==> src/hdl/tte_pkg.sv <==
// tag tree encoder package: sizes, command and register codes, divider structs
// no dependencies
package tte_pkg;

    localparam int MAX_LEAVES    = 4096;
    localparam int NODE_DEPTH    = 8192;
    localparam int ADDR_W        = 13;
    localparam int MAX_LEVELS    = 8;
    localparam int LV_W          = 3;
    localparam int LVC_W         = 4;
    localparam int DIM_W         = 7;
    localparam int COORD_W       = 6;
    localparam int LEAF_W        = 12;
    localparam int VAL_W         = 16;
    localparam int THR_W         = 6;
    localparam int ACC_W         = 25;
    localparam int CFG_IDX_W     = 2;

    localparam logic [DIM_W-1:0] DIM_LIMIT     = 7'd64;
    localparam logic [THR_W-1:0] MAX_THRESHOLD = 6'd48;
    localparam logic [VAL_W-1:0] UNSET_VALUE   = 16'hFFFF;

    localparam logic [1:0] CMD_CLEAR  = 2'd0;
    localparam logic [1:0] CMD_SET    = 2'd1;
    localparam logic [1:0] CMD_ENCODE = 2'd2;

    localparam logic [CFG_IDX_W-1:0] CFG_LEAVES_X = 2'd0;
    localparam logic [CFG_IDX_W-1:0] CFG_LEAVES_Y = 2'd1;
    localparam logic [CFG_IDX_W-1:0] CFG_LEAVES_Z = 2'd2;
    localparam logic [CFG_IDX_W-1:0] CFG_LEAVES_T = 2'd3;

    typedef struct packed {
        logic              start;
        logic [LEAF_W-1:0] dividend;
        logic [DIM_W-1:0]  divisor;
    } t_div_req;

    typedef struct packed {
        logic              busy;
        logic [LEAF_W-1:0] quotient;
        logic [DIM_W-1:0]  remainder;
    } t_div_rsp;

endpackage

==> src/hdl/tte_div.sv <==
// iterative restoring divider, one quotient bit per cycle
// depends on tte_pkg
module tte_div import tte_pkg::*; (
    input  logic     i_clk,
    input  logic     i_rst_n,
    input  t_div_req i_req,
    output t_div_rsp o_rsp
);
    logic              r_busy;
    logic [3:0]        r_cnt;
    logic [DIM_W-1:0]  r_rem;
    logic [LEAF_W-1:0] r_quo;
    logic [DIM_W-1:0]  r_d;
    logic [DIM_W:0]    w_sh;
    logic              w_ge;
    logic [DIM_W:0]    w_diff;

    assign w_sh   = {r_rem, r_quo[LEAF_W-1]};
    assign w_ge   = w_sh >= {1'b0, r_d};
    assign w_diff = w_sh - {1'b0, r_d};

    always_ff @(posedge i_clk) begin
        if (!i_rst_n) begin
            r_busy <= 1'b0;
            r_cnt  <= '0;
        end else if (i_req.start) begin
            r_busy <= 1'b1;
            r_cnt  <= 4'(LEAF_W);
            r_rem  <= '0;
            r_quo  <= i_req.dividend;
            r_d    <= i_req.divisor;
        end else if (r_busy) begin
            r_rem <= w_ge ? w_diff[DIM_W-1:0] : w_sh[DIM_W-1:0];
            r_quo <= {r_quo[LEAF_W-2:0], w_ge};
            r_cnt <= r_cnt - 4'd1;
            if (r_cnt == 4'd1) begin
                r_busy <= 1'b0;
            end
        end
    end

    assign o_rsp.busy      = r_busy;
    assign o_rsp.quotient  = r_quo;
    assign o_rsp.remainder = r_rem;
endmodule

==> config.mk <==
export PLATFORM = sky130hd
export DESIGN_NAME = tte_div
export DESIGN_NICKNAME = d
export VERILOG_FILES = /design/src/hdl/tte_pkg.sv /design/src/hdl/tte_div.sv
export SDC_FILE = /design/constraint.sdc
export NUM_CORES = 1
export LEC_CHECK = 0
export BUFFER_PORTS_ARGS = -buffer_cell sky130_fd_sc_hd__buf_2
export CAP_MARGIN = 20
export CORE_ASPECT_RATIO = 0.6
export CORE_MARGIN = 8
export CORE_UTILIZATION = 40
export CTS_CLUSTER_DIAMETER = 150
export DETAILED_ROUTE_END_ITERATION = 10
export GPL_TIMING_DRIVEN = 0
export PLACE_DENSITY_LB_ADDON = 0.3
export SYNTH_ARGS = -nofsm -noshare
export SYNTH_HDL_FRONTEND = slang
export SYNTH_SLANG_ARGS = --single-unit
export TNS_END_PERCENT = 30
==> constraint.sdc <==
create_clock -name i_clk -period 2 [get_ports i_clk]
set_clock_uncertainty 0.2 [all_clocks]
set_input_delay 0.2 -clock i_clk [delete_from_list [all_inputs] [get_ports i_clk]]
set_output_delay 0.2 -clock i_clk [all_outputs]
set_load 0.01 [all_outputs]
[Word-level counts from Yosys, hierarchy flattened]
Cells that the tools add are included.
Word-level totals
  register bits: 31
  bits in latches: 0
  RAM bits: 0
  ROM bits: 0
  input bits: 22
  output and inout bits: 20
  word-level logic and storage cells: 24
  memories kept: 0
Cells by class
  $add $sub $neg: 2
  $mul: 0
  divide/modulo/power cells: 0
  order comparisons: 1
  eq/ne operators: 1
  shift-type cells: 0
  muxes and demuxes: 9
  bitwise logic cells: 1
  reductions and logical operators: 4
Operators with widths (number)
  12-bit 2-to-1 mux: 2
  7-bit 2-to-1 mux: 2
  8-bit by 7-bit >= comparator with 1-bit output: 1
  4-bit 2-to-1 mux: 2
  7-bit subtractor: 1
  4-bit by 1-bit == test with 1-bit output (second input constant): 1
  2-bit AND reduction: 2
  4-bit by 1-bit subtractor with 4-bit output (second input constant): 1
  1-bit 2-to-1 mux: 3
  2-bit nonzero test: 1
  2-bit OR reduction: 1
  1-bit inverter: 1

[Logic depth before layout (Yosys ltp)]
  depth after elaboration: 4
  gate-level depth with buffers: 8
  depth with buffers taken out: 8

[Least setup slack after synthesis]
OpenSTA, ideal clock, no wires.
  kind: register to register
  start point: register r_quo[11]
  end point: register r_rem[6], data pin
  library setup time: 0.140 ns
  arrival time: 1.958 ns
  data required time: 1.660 ns
  slack: -0.299 ns
  cell stages (with the launch flop): 9
  path buffers: 0
  period minus slack after synthesis: 2.299 ns
  cell sequence: edfxtp_1 inv_1 ha_1 fa_1 nand2b_2 o2bb2ai_2 a31o_4 a22o_1 a21oi_2
On the way
  cells in the longest elaborated chain, start to end: 3
  elaborated cells between the ends (all ways): 4
  classes of those cells: add/sub (1); order compare (1); mux (2)
RTL lines
  start, declared: line tte_div.sv:12  | logic [LEAF_W-1:0] r_quo;
  start signal, assigned: line tte_div.sv:30  | r_quo <= i_req.dividend;
  start signal, assigned: line tte_div.sv:34  | r_quo <= {r_quo[LEAF_W-2:0], w_ge};
  7-bit subtractor or 8-bit by 7-bit >= comparator with 1-bit output (tied branches): line tte_div.sv:20, tte_div.sv:19
  7-bit 2-to-1 mux (*): line tte_div.sv:33  | r_rem <= w_ge ? w_diff[DIM_W-1:0] : w_sh[DIM_W-1:0];
  7-bit 2-to-1 mux (*): line tte_div.sv:32  | end else if (r_busy) begin
  end signal, assigned: line tte_div.sv:33
  end, declared: line tte_div.sv:11  | logic [DIM_W-1:0] r_rem;
Every way passes the cells marked *; elsewhere a longest branch is shown, timed or not. The select of a mux whose other input is x is not followed.
A chain may end at the register's enable or synchronous reset.

[Final worst setup path]
Ends and elaborated chain as after synthesis.

==> summary.md <==
| Metric | Value |
|---|---|
| Antenna cells | `0` |
| Worst EP required | `1.84 ns` |
| Flop2flop setup slack | `-0.20 ns` |
| DR top layer | `met4` |
| Post-synth cell types | `39` |
| Row Count | `18` |
| RSZ-0062 raised after global routing | `true` |
| Initial Util | `40.99%` |
| Die Wd | `99.21 um` |
| Pwr dens | `774.0 mW/mm^2` |
| P&R area growth vs syn | `32.68%` |
| CTS tree | `built` |
| Ports | `42` |
| Number of detailed-route iterations in the first pass | `4` |
| DRT met1 WL | `1.792 mm` |
| Routed Wire Length | `3.726 mm` |
| Share of cells above drive strength 1 | `41.33%` |
| Leakage | `0.8771 nW` |
| Status | `finished with violations` |
| Largest net degree at the start of global routing | `21` |
| Sequential Area | `880.8 um^2` |
| VDD IR-drop max | `0.3893 mV` |
| Share of the synthesized area in the top cell type | `46.99%` |
| Core area | `0.004054 mm^2` |
| CP Max Fanout | `2` |
| Worst hold path class | `in -> reg` |
| Setup CP Type | `reg -> reg` |
| MaxCap Viol Count | `0` |
| Number of synthesized flops with an enable pin | `26` |
| Ys async rst share | `0%` |
| Skew-Pair Late Insertion Delay | `0.28 ns` |
| RePlAce Congestion | `0.8079` |
| Final worst-path cycle share | `109.9%` |
| Post-layout util | `54.38%` |
| H-tree levels | `2` |
| Max-slew violations | `0` |
| Primary FF master, synth | `edfxtp_1` |
| Mapped Cells | `134` |
| Max Clk Rate | `454.9 MHz` |
| Place WS | `-0.2827 ns` |
| Failing checks | `negative setup slack` |
| Synth warn | `0` |
| Number of CTS-inserted buffers | `5` |
| Worst path arrival time | `2.04 ns` |
| Footprint of the multi-input gates | `784.5 um^2` |
| Final setup fails | `8` |
| Top-count cell post-synth | `edfxtp_1` |
| Top post-synthesis cells by area | `edfxtp_1 47%, mux2_2 8.8%, ha_1 6.8%, dfxtp_1 6.0%, inv_1 2.9%` |
| Clk pin slew, worst setup/hold paths | `0.06 ns` |
| Synthesized area | `0.001662 mm^2` |
| Fillers | `356` |
| First-pass GRT wire length | `5.975 mm` |
| Post-route ant nets | `0` |
| Root Buffer | `clkbuf_8` |
| IO buf count | `41` |
| Initial antenna violation count | `0` |
| Final period demand of the worst path | `2.198 ns` |
| Vias/cell | `5.028` |
| Routed WL per cell | `15.15 um` |
| Syn Nets | `166` |
| #FFs+latches synth | `31` |
| Starting DRT DRC Count | `76` |
| CTS Buffer Depth | `2` |
| Met3 routed WL | `202 um` |
| Fin nets | `227` |
| GRT Overall Usage | `11.53%` |
| Remaining global-route overflow | `0` |
| Total number of vias | `1237` |
| DPL Wire Length | `2.859 mm` |
| Fin worst setup slack | `-0.1984 ns` |
| Mean Syn Cell Area | `12.40 um^2` |
| Clk sinks | `31` |
| Final TNS setup | `-1.224 ns` |
| Sequential area share after synthesis | `53.01%` |
| Routed met2 length | `1.701 mm` |
| Hold Vio Cnt, Final | `0` |
| Vias in the first global route | `1246` |
| Crit path capture type | `flop` |
| Total Die Area | `0.006540 mm^2` |
| Die Height | `65.93 um` |
| CP startpoint kind | `flop` |
| Tightest Pin Transition | `0.8460 ns` |
| Area leader, netlist | `edfxtp_1` |
| Top cells by count, synth | `26 x edfxtp_1, 13 x inv_1, 13 x mux2_2` |
| Post-route DRC | `0` |
| Slew headroom | `43.60%` |
metal layers:
layer	vias to the layer above	GRT usage, %
met4	0	3.371
met3	5	4.622
li1	621	-
met2	28	18.48
met5	-	0
met1	583	14.07
placed cells by master, fill, tap and decap left out, drive strengths merged, types with 2 or more instances in the layout:
| cell type | count |
|---|---|
| edfxtp | 26 |
| o21a | 5 |
| xnor2 | 4 |
| dlygate4sd3 | 8 |
| mux2 | 13 |
| nor2b | 2 |
| o21ai | 6 |
| nor2 | 6 |
| clkbuf | 7 |
| nor3 | 6 |
| inv | 13 |
| nand2b | 2 |
| ha | 9 |
| nand2 | 2 |
| dfxtp | 5 |
| buf | 49 |
| a211oi | 3 |
| a21oi | 8 |
| nand3 | 5 |
stage by stage:
step / cells / instance area [um^2] / hold slack (ns) / power, W
final: 246 / 2205 / 0.02169 / 0.001706
after global routing: 246 / 2205 / 0.01438 / 0.001798
after CTS: 245 / 2193 / 0.01463 / 0.001717
after detailed placement: 225 / 1952 / 0.1796 / 0.001202
after global placement: 225 / 1952 / 0.1767 / 0.001186
after floorplan: 134 / 1684 / 0.09887 / 0.001087
layout make-up:
class                      count  area share [%]
timing repair buffer          54           14.64
tap                           50           2.838
multi-input combinational     87           35.58
inverter                      13           2.213
buffer                         3           1.078
clock inverter                 1          0.2270
clock buffer                   7           3.462
sequential                    31           39.95
cells by family after synthesis:
logic type | after synthesis | synth area share, %
DFF | 31 | 53.01
xor gates and xnor gates | 5 | 2.635
buffers and inverters | 16 | 4.367
AOI/OAI and AO/OA | 31 | 14.01
adders and majority gates | 10 | 7.982
and+or+nand+nor | 27 | 8.585
muxes | 14 | 9.413
critical path, cell delays in order (launching register included):
cell and delay (ns):
edfxtp_1 0.36, inv_1 0.05, ha_2 0.18, fa_2 0.35, nand2b_4 0.16, a21oi_1 0.21, mux2i_1 0.22, a22o_1 0.17
a21oi_2 0.05
timing repair:
item | in CTS | in global routing
setup buffers | 4 | 1
hold buffers | 8 | 0
setup endpoints to repair | 8 | 8
gates resized for setup | 7 | 1
endpoints found under the hold margin | 8 | 0
pin swaps | 3 | 3
flip-flops by register name (all words and copies together), names as in the netlist:
signal / flops
r_quo: 12
r_d: 7
r_rem: 7
r_cnt: 4
r_busy: 1
where the power goes:
| group | leakage, nW | switching (W) | internal (W) |
|---|---|---|---|
| registers | 0.290 | 0.0000350 | 0.000765 |
| logic | 0.545 | 0.000222 | 0.000224 |
| clock network | 0.0422 | 0.000217 | 0.000243 |
path summary, 6_finish.rpt:
check / from / end / cells after the start
setup reg to reg: r_quo[11] / r_rem[6] / 8
hold reg to reg: r_cnt[3] / r_busy / 1
setup / recovery: r_quo[11] / r_rem[6] / 8
hold / removal: i_req[9] / r_quo[2] / 2
Note: power is estimated with default switching activity, not from simulation.
